`config.mk`:
```
export PLATFORM = sky130hd
export DESIGN_NAME = word_multiply_byte_hash
export DESIGN_NICKNAME = d
export VERILOG_FILES = /design/src/rtl/wmbh_pkg.sv /design/src/rtl/wmbh_core.sv /design/src/rtl/wmbh_out.sv /design/src/rtl/word_multiply_byte_hash.sv
export SDC_FILE = /design/constraint.sdc
export NUM_CORES = 2
export LEC_CHECK = 0
export BUFFER_PORTS_ARGS = -buffer_cell sky130_fd_sc_hd__clkbuf_2
export CORE_MARGIN = 10
export CORE_UTILIZATION = 60
export DETAILED_ROUTE_END_ITERATION = 6
export GPL_TIMING_DRIVEN = 0
export PLACE_DENSITY = 0.77
export SLEW_MARGIN = 20
export SYNTH_ARGS = -nofsm -noshare
export SYNTH_HDL_FRONTEND = slang
export SYNTH_SLANG_ARGS = --single-unit
```
`constraint.sdc`:
```
create_clock -name i_clk -period 37 [get_ports i_clk]
set_clock_uncertainty 0.1 [all_clocks]
set_input_delay 11.1 -clock i_clk [delete_from_list [all_inputs] [get_ports i_clk]]
set_output_delay 11.1 -clock i_clk [all_outputs]
set_load 0.05 [all_outputs]
```
`src/rtl/wmbh_pkg.sv`:
```
// shared types, constants and helper functions of the word multiply byte hash
package wmbh_pkg;

    localparam int unsigned WORD_W  = 64;
    localparam int unsigned HALF_W  = 32;
    localparam int unsigned COUNT_W = 4;

    localparam logic [WORD_W-1:0]  HASH_SEED  = 64'd5381;
    localparam logic [HALF_W-1:0]  PRIME_LO   = 32'hf12a_e399;
    localparam logic [HALF_W-1:0]  PRIME_HI   = 32'hca7c_2633;
    localparam logic [COUNT_W-1:0] FULL_COUNT = 4'd8;

    // hash value kept as partial products of the 64-bit multiply plus an addend;
    // value = ll + ((lh + hl) << 32) + add, all modulo 2^64
    typedef struct packed {
        logic [WORD_W-1:0] ll;
        logic [HALF_W-1:0] lh;
        logic [HALF_W-1:0] hl;
        logic [WORD_W-1:0] add;
    } t_part;

    function automatic logic [WORD_W-1:0] bswap64(input logic [WORD_W-1:0] x);
        logic [WORD_W-1:0] r;
        for (int i = 0; i < 8; i++) begin
            r[8*i +: 8] = x[8*(7-i) +: 8];
        end
        return r;
    endfunction

    function automatic logic [WORD_W-1:0] pp_sum(
        input logic [WORD_W-1:0] ll,
        input logic [HALF_W-1:0] lh,
        input logic [HALF_W-1:0] hl
    );
        logic [HALF_W-1:0] mid;
        mid = lh + hl;
        return ll + {mid, {HALF_W{1'b0}}};
    endfunction

endpackage

```
`src/rtl/wmbh_core.sv`:
```
// hash state, absorb multiply and final addend selection
module wmbh_core (
    input  logic                        i_clk,
    input  logic                        i_rst_n,
    input  logic                        i_fire,
    input  logic [wmbh_pkg::WORD_W-1:0] i_word,
    input  logic [wmbh_pkg::COUNT_W-1:0] i_bytes,
    input  logic                        i_last,
    output wmbh_pkg::t_part             o_part
);

    logic [wmbh_pkg::WORD_W-1:0] r_hash_ll;
    logic [wmbh_pkg::HALF_W-1:0] r_hash_lh;
    logic [wmbh_pkg::HALF_W-1:0] r_hash_hl;
    logic [wmbh_pkg::WORD_W-1:0] r_pend;
    logic                        r_have;

    logic [wmbh_pkg::WORD_W-1:0]  h_cur;
    logic [wmbh_pkg::WORD_W-1:0]  x_mix;
    logic [wmbh_pkg::WORD_W-1:0]  pp_ll;
    logic [wmbh_pkg::HALF_W-1:0]  pp_lh;
    logic [wmbh_pkg::HALF_W-1:0]  pp_hl;
    logic [wmbh_pkg::COUNT_W-1:0] k_norm;
    logic [5:0]                   sh;
    logic [6:0]                   sh_inv;
    logic [wmbh_pkg::WORD_W-1:0]  tail;
    logic [wmbh_pkg::WORD_W-1:0]  mask;

    assign h_cur = wmbh_pkg::pp_sum(r_hash_ll, r_hash_lh, r_hash_hl);
    assign x_mix = wmbh_pkg::bswap64(h_cur) ^ r_pend;

    // low 64 bits of x * prime from three 32x32 products
    assign pp_ll = 64'(x_mix[31:0]) * 64'(wmbh_pkg::PRIME_LO);
    assign pp_lh = 32'(x_mix[31:0] * wmbh_pkg::PRIME_HI);
    assign pp_hl = 32'(x_mix[63:32] * wmbh_pkg::PRIME_LO);

    // out-of-range byte counts count as a full word
    assign k_norm = (i_bytes == '0 || i_bytes > wmbh_pkg::FULL_COUNT)
                    ? wmbh_pkg::FULL_COUNT : i_bytes;
    assign sh     = {k_norm[2:0], 3'b000};
    assign sh_inv = 7'd64 - {1'b0, sh};
    assign tail   = (r_pend >> sh) | (i_word << sh_inv);
    assign mask   = ~({wmbh_pkg::WORD_W{1'b1}} << sh);

    always_comb begin
        if (r_have) begin
            o_part.ll  = pp_ll;
            o_part.lh  = pp_lh;
            o_part.hl  = pp_hl;
            o_part.add = (k_norm == wmbh_pkg::FULL_COUNT) ? i_word : tail;
        end else if (k_norm == wmbh_pkg::FULL_COUNT) begin
            o_part.ll  = r_hash_ll;
            o_part.lh  = r_hash_lh;
            o_part.hl  = r_hash_hl;
            o_part.add = i_word;
        end else begin
            // short message: its bytes alone
            o_part.ll  = '0;
            o_part.lh  = '0;
            o_part.hl  = '0;
            o_part.add = i_word & mask;
        end
    end

    always_ff @(posedge i_clk) begin
        if (!i_rst_n || (i_fire && i_last)) begin
            r_hash_ll <= wmbh_pkg::HASH_SEED;
            r_hash_lh <= '0;
            r_hash_hl <= '0;
            r_pend    <= '0;
            r_have    <= 1'b0;
        end else if (i_fire) begin
            if (r_have) begin
                r_hash_ll <= pp_ll;
                r_hash_lh <= pp_lh;
                r_hash_hl <= pp_hl;
            end
            r_pend <= i_word;
            r_have <= 1'b1;
        end
    end

endmodule

```
`src/rtl/wmbh_out.sv`:
```
// output register summing partial products and addend
module wmbh_out (
    input  logic                        i_clk,
    input  logic                        i_load,
    input  wmbh_pkg::t_part             i_part,
    output logic [wmbh_pkg::WORD_W-1:0] o_hash
);

    logic [wmbh_pkg::WORD_W-1:0] r_hash;

    always_ff @(posedge i_clk) begin
        if (i_load) begin
            r_hash <= wmbh_pkg::pp_sum(i_part.ll, i_part.lh, i_part.hl) + i_part.add;
        end
    end

    assign o_hash = r_hash;

endmodule

```
`src/rtl/word_multiply_byte_hash.sv`:
```
// top level of the word multiply byte hash
//
// usage
//   slave stream carries message words: tdata[63:0] eight bytes, first byte
//   in bits 7:0; tdata[67:64] count of valid low bytes (1..8, only the last
//   word may be partial, 0 or above 8 counts as 8); tdata[71:68] unused;
//   tlast marks the final word. master stream gives one 64-bit hash per
//   message, on the transaction that follows its tlast word.
// pipeline and throughput
//   one word per cycle sustained while slave tready is high. a message's
//   last word passes an input register, a partial-product register and
//   the output register before its hash is valid.
//   the loop that sets the rate is the absorb step: running hash sum, byte
//   swap, xor and three 32x32 multiplies, with the hash stored as partial
//   products so each word needs only that one pass.
// reset
//   synchronous, active low: pipeline emptied and hash state back to the seed.
// stall
//   when the master side holds tready low, the result stays in the output
//   register and the next one waits in the partial-product register; words
//   keep flowing until a third message end has nowhere to go, then slave
//   tready drops.
module word_multiply_byte_hash (
    input  logic        i_clk,
    input  logic        i_rst_n,
    input  logic        i_s_axis_tvalid,
    output logic        o_s_axis_tready,
    input  logic [71:0] i_s_axis_tdata,   // data_word[63:0], bytes_valid[67:64], zero pad
    input  logic        i_s_axis_tlast,   // last
    output logic        o_m_axis_tvalid,
    input  logic        i_m_axis_tready,
    output logic [63:0] o_m_axis_tdata    // hash_value[63:0]
);

    // input register
    logic                         r_a_valid;
    logic [wmbh_pkg::WORD_W-1:0]  r_a_word;
    logic [wmbh_pkg::COUNT_W-1:0] r_a_bytes;
    logic                         r_a_last;

    // partial-product register, holds only message ends
    logic            r_b_valid;
    wmbh_pkg::t_part r_b_part;

    // output register valid
    logic r_c_valid;

    wmbh_pkg::t_part n_part;
    logic            c_free;
    logic            b_free;
    logic            a_fire;
    logic            a_free;
    logic            s_accept;

    assign c_free   = !r_c_valid || i_m_axis_tready;
    assign b_free   = !r_b_valid || c_free;
    // words that end no message never wait on the output side
    assign a_fire   = r_a_valid && (!r_a_last || b_free);
    assign a_free   = !r_a_valid || a_fire;
    assign s_accept = i_s_axis_tvalid && a_free;

    assign o_s_axis_tready = a_free;
    assign o_m_axis_tvalid = r_c_valid;

    always_ff @(posedge i_clk) begin
        if (!i_rst_n) begin
            r_a_valid <= 1'b0;
            r_b_valid <= 1'b0;
            r_c_valid <= 1'b0;
        end else begin
            if (a_free) begin
                r_a_valid <= i_s_axis_tvalid;
            end
            if (b_free) begin
                r_b_valid <= a_fire && r_a_last;
            end
            if (c_free) begin
                r_c_valid <= r_b_valid;
            end
        end
    end

    // payload registers
    always_ff @(posedge i_clk) begin
        if (s_accept) begin
            r_a_word  <= i_s_axis_tdata[63:0];
            r_a_bytes <= i_s_axis_tdata[67:64];
            r_a_last  <= i_s_axis_tlast;
        end
        if (a_fire && r_a_last) begin
            r_b_part <= n_part;
        end
    end

    wmbh_core u_core (
        .i_clk   (i_clk),
        .i_rst_n (i_rst_n),
        .i_fire  (a_fire),
        .i_word  (r_a_word),
        .i_bytes (r_a_bytes),
        .i_last  (r_a_last),
        .o_part  (n_part)
    );

    wmbh_out u_out (
        .i_clk  (i_clk),
        .i_load (c_free && r_b_valid),
        .i_part (r_b_part),
        .o_hash (o_m_axis_tdata)
    );

endmodule

```
==> metrics list <==
* Path depth of the worst reg2reg path: 47
* RSZ-0062 raised after global routing: false
- Worst slew margin relative to its limit: 0.0472
- The critical path in this run is classified as in2out.
* Number of nets with antenna violations after routing: 0
- Gpl congestion: 1.12
- For hold timing, the worst endpoint is u_core.r_hash_lh[19].
- After clock tree synthesis, the clock-pin slew on the worst setup and hold paths is roughly 0.060 ns.
* Chip Width: between 300 and 400 um
* Critical Path RT: ~26 ns
- Setup bufs post-CTS: 0
- Ranked by total cell area, the synthesized netlist is headed by sky130_fd_sc_hd__fa_1, sky130_fd_sc_hd__ha_1, sky130_fd_sc_hd__edfxtp_1.
- Initial cell density of the core: 0.606
- TritonCTS clock tree: yes
- The share of the Yosys chip area taken by registers is 0.210.
* Cell count after synthesis: slightly below 7,000
- The hold violation count in the final report was 0.
- Synth Net Count: 8,639
- In this run the vertical extent of the chip is 349 um.
- Combined area of all synthesized cells: about 0.065 sq mm
- Worst Setup End Kind: output port
- Detailed placement finished with a half-perimeter wire length of 202,000 um.
- Count of standard-cell rows: 120
- After clock tree synthesis, the repair step resized 0 gates.
- The path class of the tightest hold or removal check is reg2reg.
- The number of global-route vias before repair came to slightly above 50,000.
- The H-tree was split into 2 levels.
- In this run the tool buffered the top-level ports with roughly 140 buffer cells.
- The number of hold buffers added after CTS was 0.
- Setup Total Neg Slack: 0 ns
* Number of synthesis warnings: 0
* Finished Cell Area: ~0.070 sq mm
* Number of DRC violations after detailed routing: 0
* Final-report max-slew violation count: 0
* Xor/xnor share of the synthesized area: 0.0536
- Overall via count from detail_route: 52,800
* Clock net sink count: 521
* Number of flops mapped to enable cells by yosys: around 330
* Cell depth of the worst hold path: 2
* Fraction of registers with async set/reset: 0
- Mean routed wirelength per cell: roughly 28 um
* Kind of start point of the critical path: input pin
* Worst-case clock buffer depth: 3
- The total area inside the core boundary comes to ~0.11 sq mm.
- Result of the run: complete, no violations
* Detailed Routing Iterations Pass 1: 7
- The worst path needs 24.18 ns of the cycle, external delays included.
* Fraction of final layout cells sized beyond drive strength 1: 0.0517
* Hold path startpoint: u_core.r_hash_lh[19]
* Worst Max-Slew Pin Slew: ~1.4 ns
- For this run, the post-layout net count is ~9,000.
- Multiplexer area fraction after synthesis: 0.0209
- Synthesized-area fraction occupied by adder cells: 0.416
- Top flip-flop cell by instance count after synthesis: sky130_fd_sc_hd__edfxtp_1
- I/O pins: 143
* Slack of the worst reg-to-reg path: between 20 and 25 ns
- Area overhead of the layout relative to synthesis: 8.07%
- The share of the synthesized area in compound gates (AO/OA/AOI/OAI) was 0.126.
* Number of antenna violations at the first check in global routing: 16
- Clock latency on the worst-skew pair: about 0.66 ns
- Number of max-cap violations: 0
* Placed cell areas: approximately 0.068 sq mm
- Routed wire length: 238,000 um
- Synthesis instantiated just under 90 different standard cells from the library.
* Die area: 0.122 sq mm
- Total global routing overflow: 0
* Final core utilization: 0.655
- DRT iter0 DRCs: about 7,000
- Dominant cell type by area after synthesis: sky130_fd_sc_hd__fa_1
- Synth Area per Inst: around 9.5 sq um
- Dividing the detail-routed via count by the number of cells gives just over 6.
- Period Utilization, post-route: 0.654
- Based on the critical path, the design can be clocked at up to approximately 41 MHz.
- Critical Path Fanout Max: 5
- In this run, synthesis produced a sequential element count of 521.
* Largest net degree at the start of global routing: about 110
- In this run, CTS created clock tree buffers numbering 55.
* Number of setup violations in the final report: 0
- Total global-route track usage: 0.386
- The cell sitting at the root of the clock tree is a sky130_fd_sc_hd__clkbuf_16.
- Combinational family with the most area after synthesis: adder cells
- The worst register-to-register path begins at u_core.r_hash_hl[0].
- At the worst endpoint, the arrival time is around 13 ns.
- Share of Yosys cell area claimed by the top area cell type: 0.237
- Number of fill cells: 8,835
- Global-route wire length before repair: roughly 340,000 um
* Simple-gate share of the synthesized area: 0.0838
- R2r endpoint: r_b_part[188]
cells by family (layout without fill, tap and decap cells):
group	count (synthesis)	after routing
flip-flops	521	521
AND/OR/NAND/NOR	1273	1273
buffers and inverters	1534	1813
other	0	8
multiplexers	116	116
AO/OA/AOI/OAI	1320	1320
adder cells (fa/ha/maj)	1704	1704
XOR/XNOR	391	391
cell usage in the layout, fill, tap and decap left out, types with 32 or more instances in the layout:
cell type / instances
sky130_fd_sc_hd__o21ai_0: 318
sky130_fd_sc_hd__clkbuf_2: 139
sky130_fd_sc_hd__nor2_1: 148
sky130_fd_sc_hd__inv_1: 1321
sky130_fd_sc_hd__dfxtp_1: 196
sky130_fd_sc_hd__xnor2_1: 242
sky130_fd_sc_hd__xor2_1: 106
sky130_fd_sc_hd__and3_1: 35
sky130_fd_sc_hd__a211oi_1: 57
sky130_fd_sc_hd__clkbuf_1: 183
sky130_fd_sc_hd__mux2i_1: 100
sky130_fd_sc_hd__nand3_1: 67
sky130_fd_sc_hd__clkbuf_16: 55
sky130_fd_sc_hd__edfxtp_1: 325
sky130_fd_sc_hd__a31oi_1: 38
sky130_fd_sc_hd__o21bai_1: 46
sky130_fd_sc_hd__nand4_1: 37
sky130_fd_sc_hd__nand2_1: 824
sky130_fd_sc_hd__a21o_1: 176
sky130_fd_sc_hd__fa_1: 769
sky130_fd_sc_hd__a21oi_1: 430
sky130_fd_sc_hd__ha_1: 934
sky130_fd_sc_hd__nor3_1: 32
area by class of cell:
type	instances	area [sq um]	area share
Tap cell	1403	1760	0.0250
Multi-Input combinational cell	4804	46000	0.654
Sequential cell	521	13700	0.195
Inverter	1325	4980	0.0708
Clock inverter	35	472	0.00671
Timing Repair Buffer	176	1170	0.0166
Clock buffer	68	1460	0.0207
Antenna cell	8	20.0	0.000285
Buffer	209	801	0.0114
stage by stage:
step	setup WS (ns)	hold WS [ns]	std cells
after CTS	12.97	0.380	8538
after global routing	12.89	0.393	8541
after global placement	13.15	0.361	8400
final	12.82	0.383	8549
after detailed placement	13.01	0.370	8435
after floorplan	13.93	0.349	6859
state kept, by name (all words and copies together) (netlist names):
signal and flops:
r_a_bytes 4, r_b_valid 1, r_a_word 64, u_core.r_hash_hl 32, u_core.r_have 1, r_b_part 192, r_a_last 1, u_core.r_pend 64
u_core.r_hash_lh 32, u_core.r_hash_ll 64, o_m_axis_tvalid 1, u_out.o_hash 64, r_a_valid 1
worst max-delay path: stages:
cell and delay (ns):
sky130_fd_sc_hd__clkbuf_2 0.08, sky130_fd_sc_hd__nor2b_1 0.87, sky130_fd_sc_hd__nand4_1 0.54, sky130_fd_sc_hd__clkbuf_2 0.38
cell usage after synthesis (all sizes together) (35+ instances only):
cell type     n
inv        1323
ha          934
nand2       824
fa          769
a21oi       433
o21ai       330
edfxtp      325
xnor2       257
dfxtp       196
a21o        176
clkbuf      174
nor2        149
xor2        131
mux2i       100
nand3        68
a211oi       58
o21bai       46
a31oi        39
nand4        37
and3         35
buf          35
layer usage:
layer,part of all wire,track usage
met1,0.39,0.526
met2,0.42,0.564
met3,0.13,0.125
met4,0.054,0.163
met5,0.00034,0
worst max path at each step:
stage                               start              end  depth (start not counted)
final                     i_m_axis_tready  o_s_axis_tready                          4
after global routing      i_m_axis_tready  o_s_axis_tready                          4
after CTS                 i_m_axis_tready  o_s_axis_tready                          4
after detailed placement  i_m_axis_tready  o_s_axis_tready                          4
after global placement    i_m_axis_tready  o_s_axis_tready                          4
after floorplan           i_m_axis_tready  o_s_axis_tready                          2
Power is not shown: default switching activity piles up to over one toggle a cycle in this logic, so the estimate is an artifact.
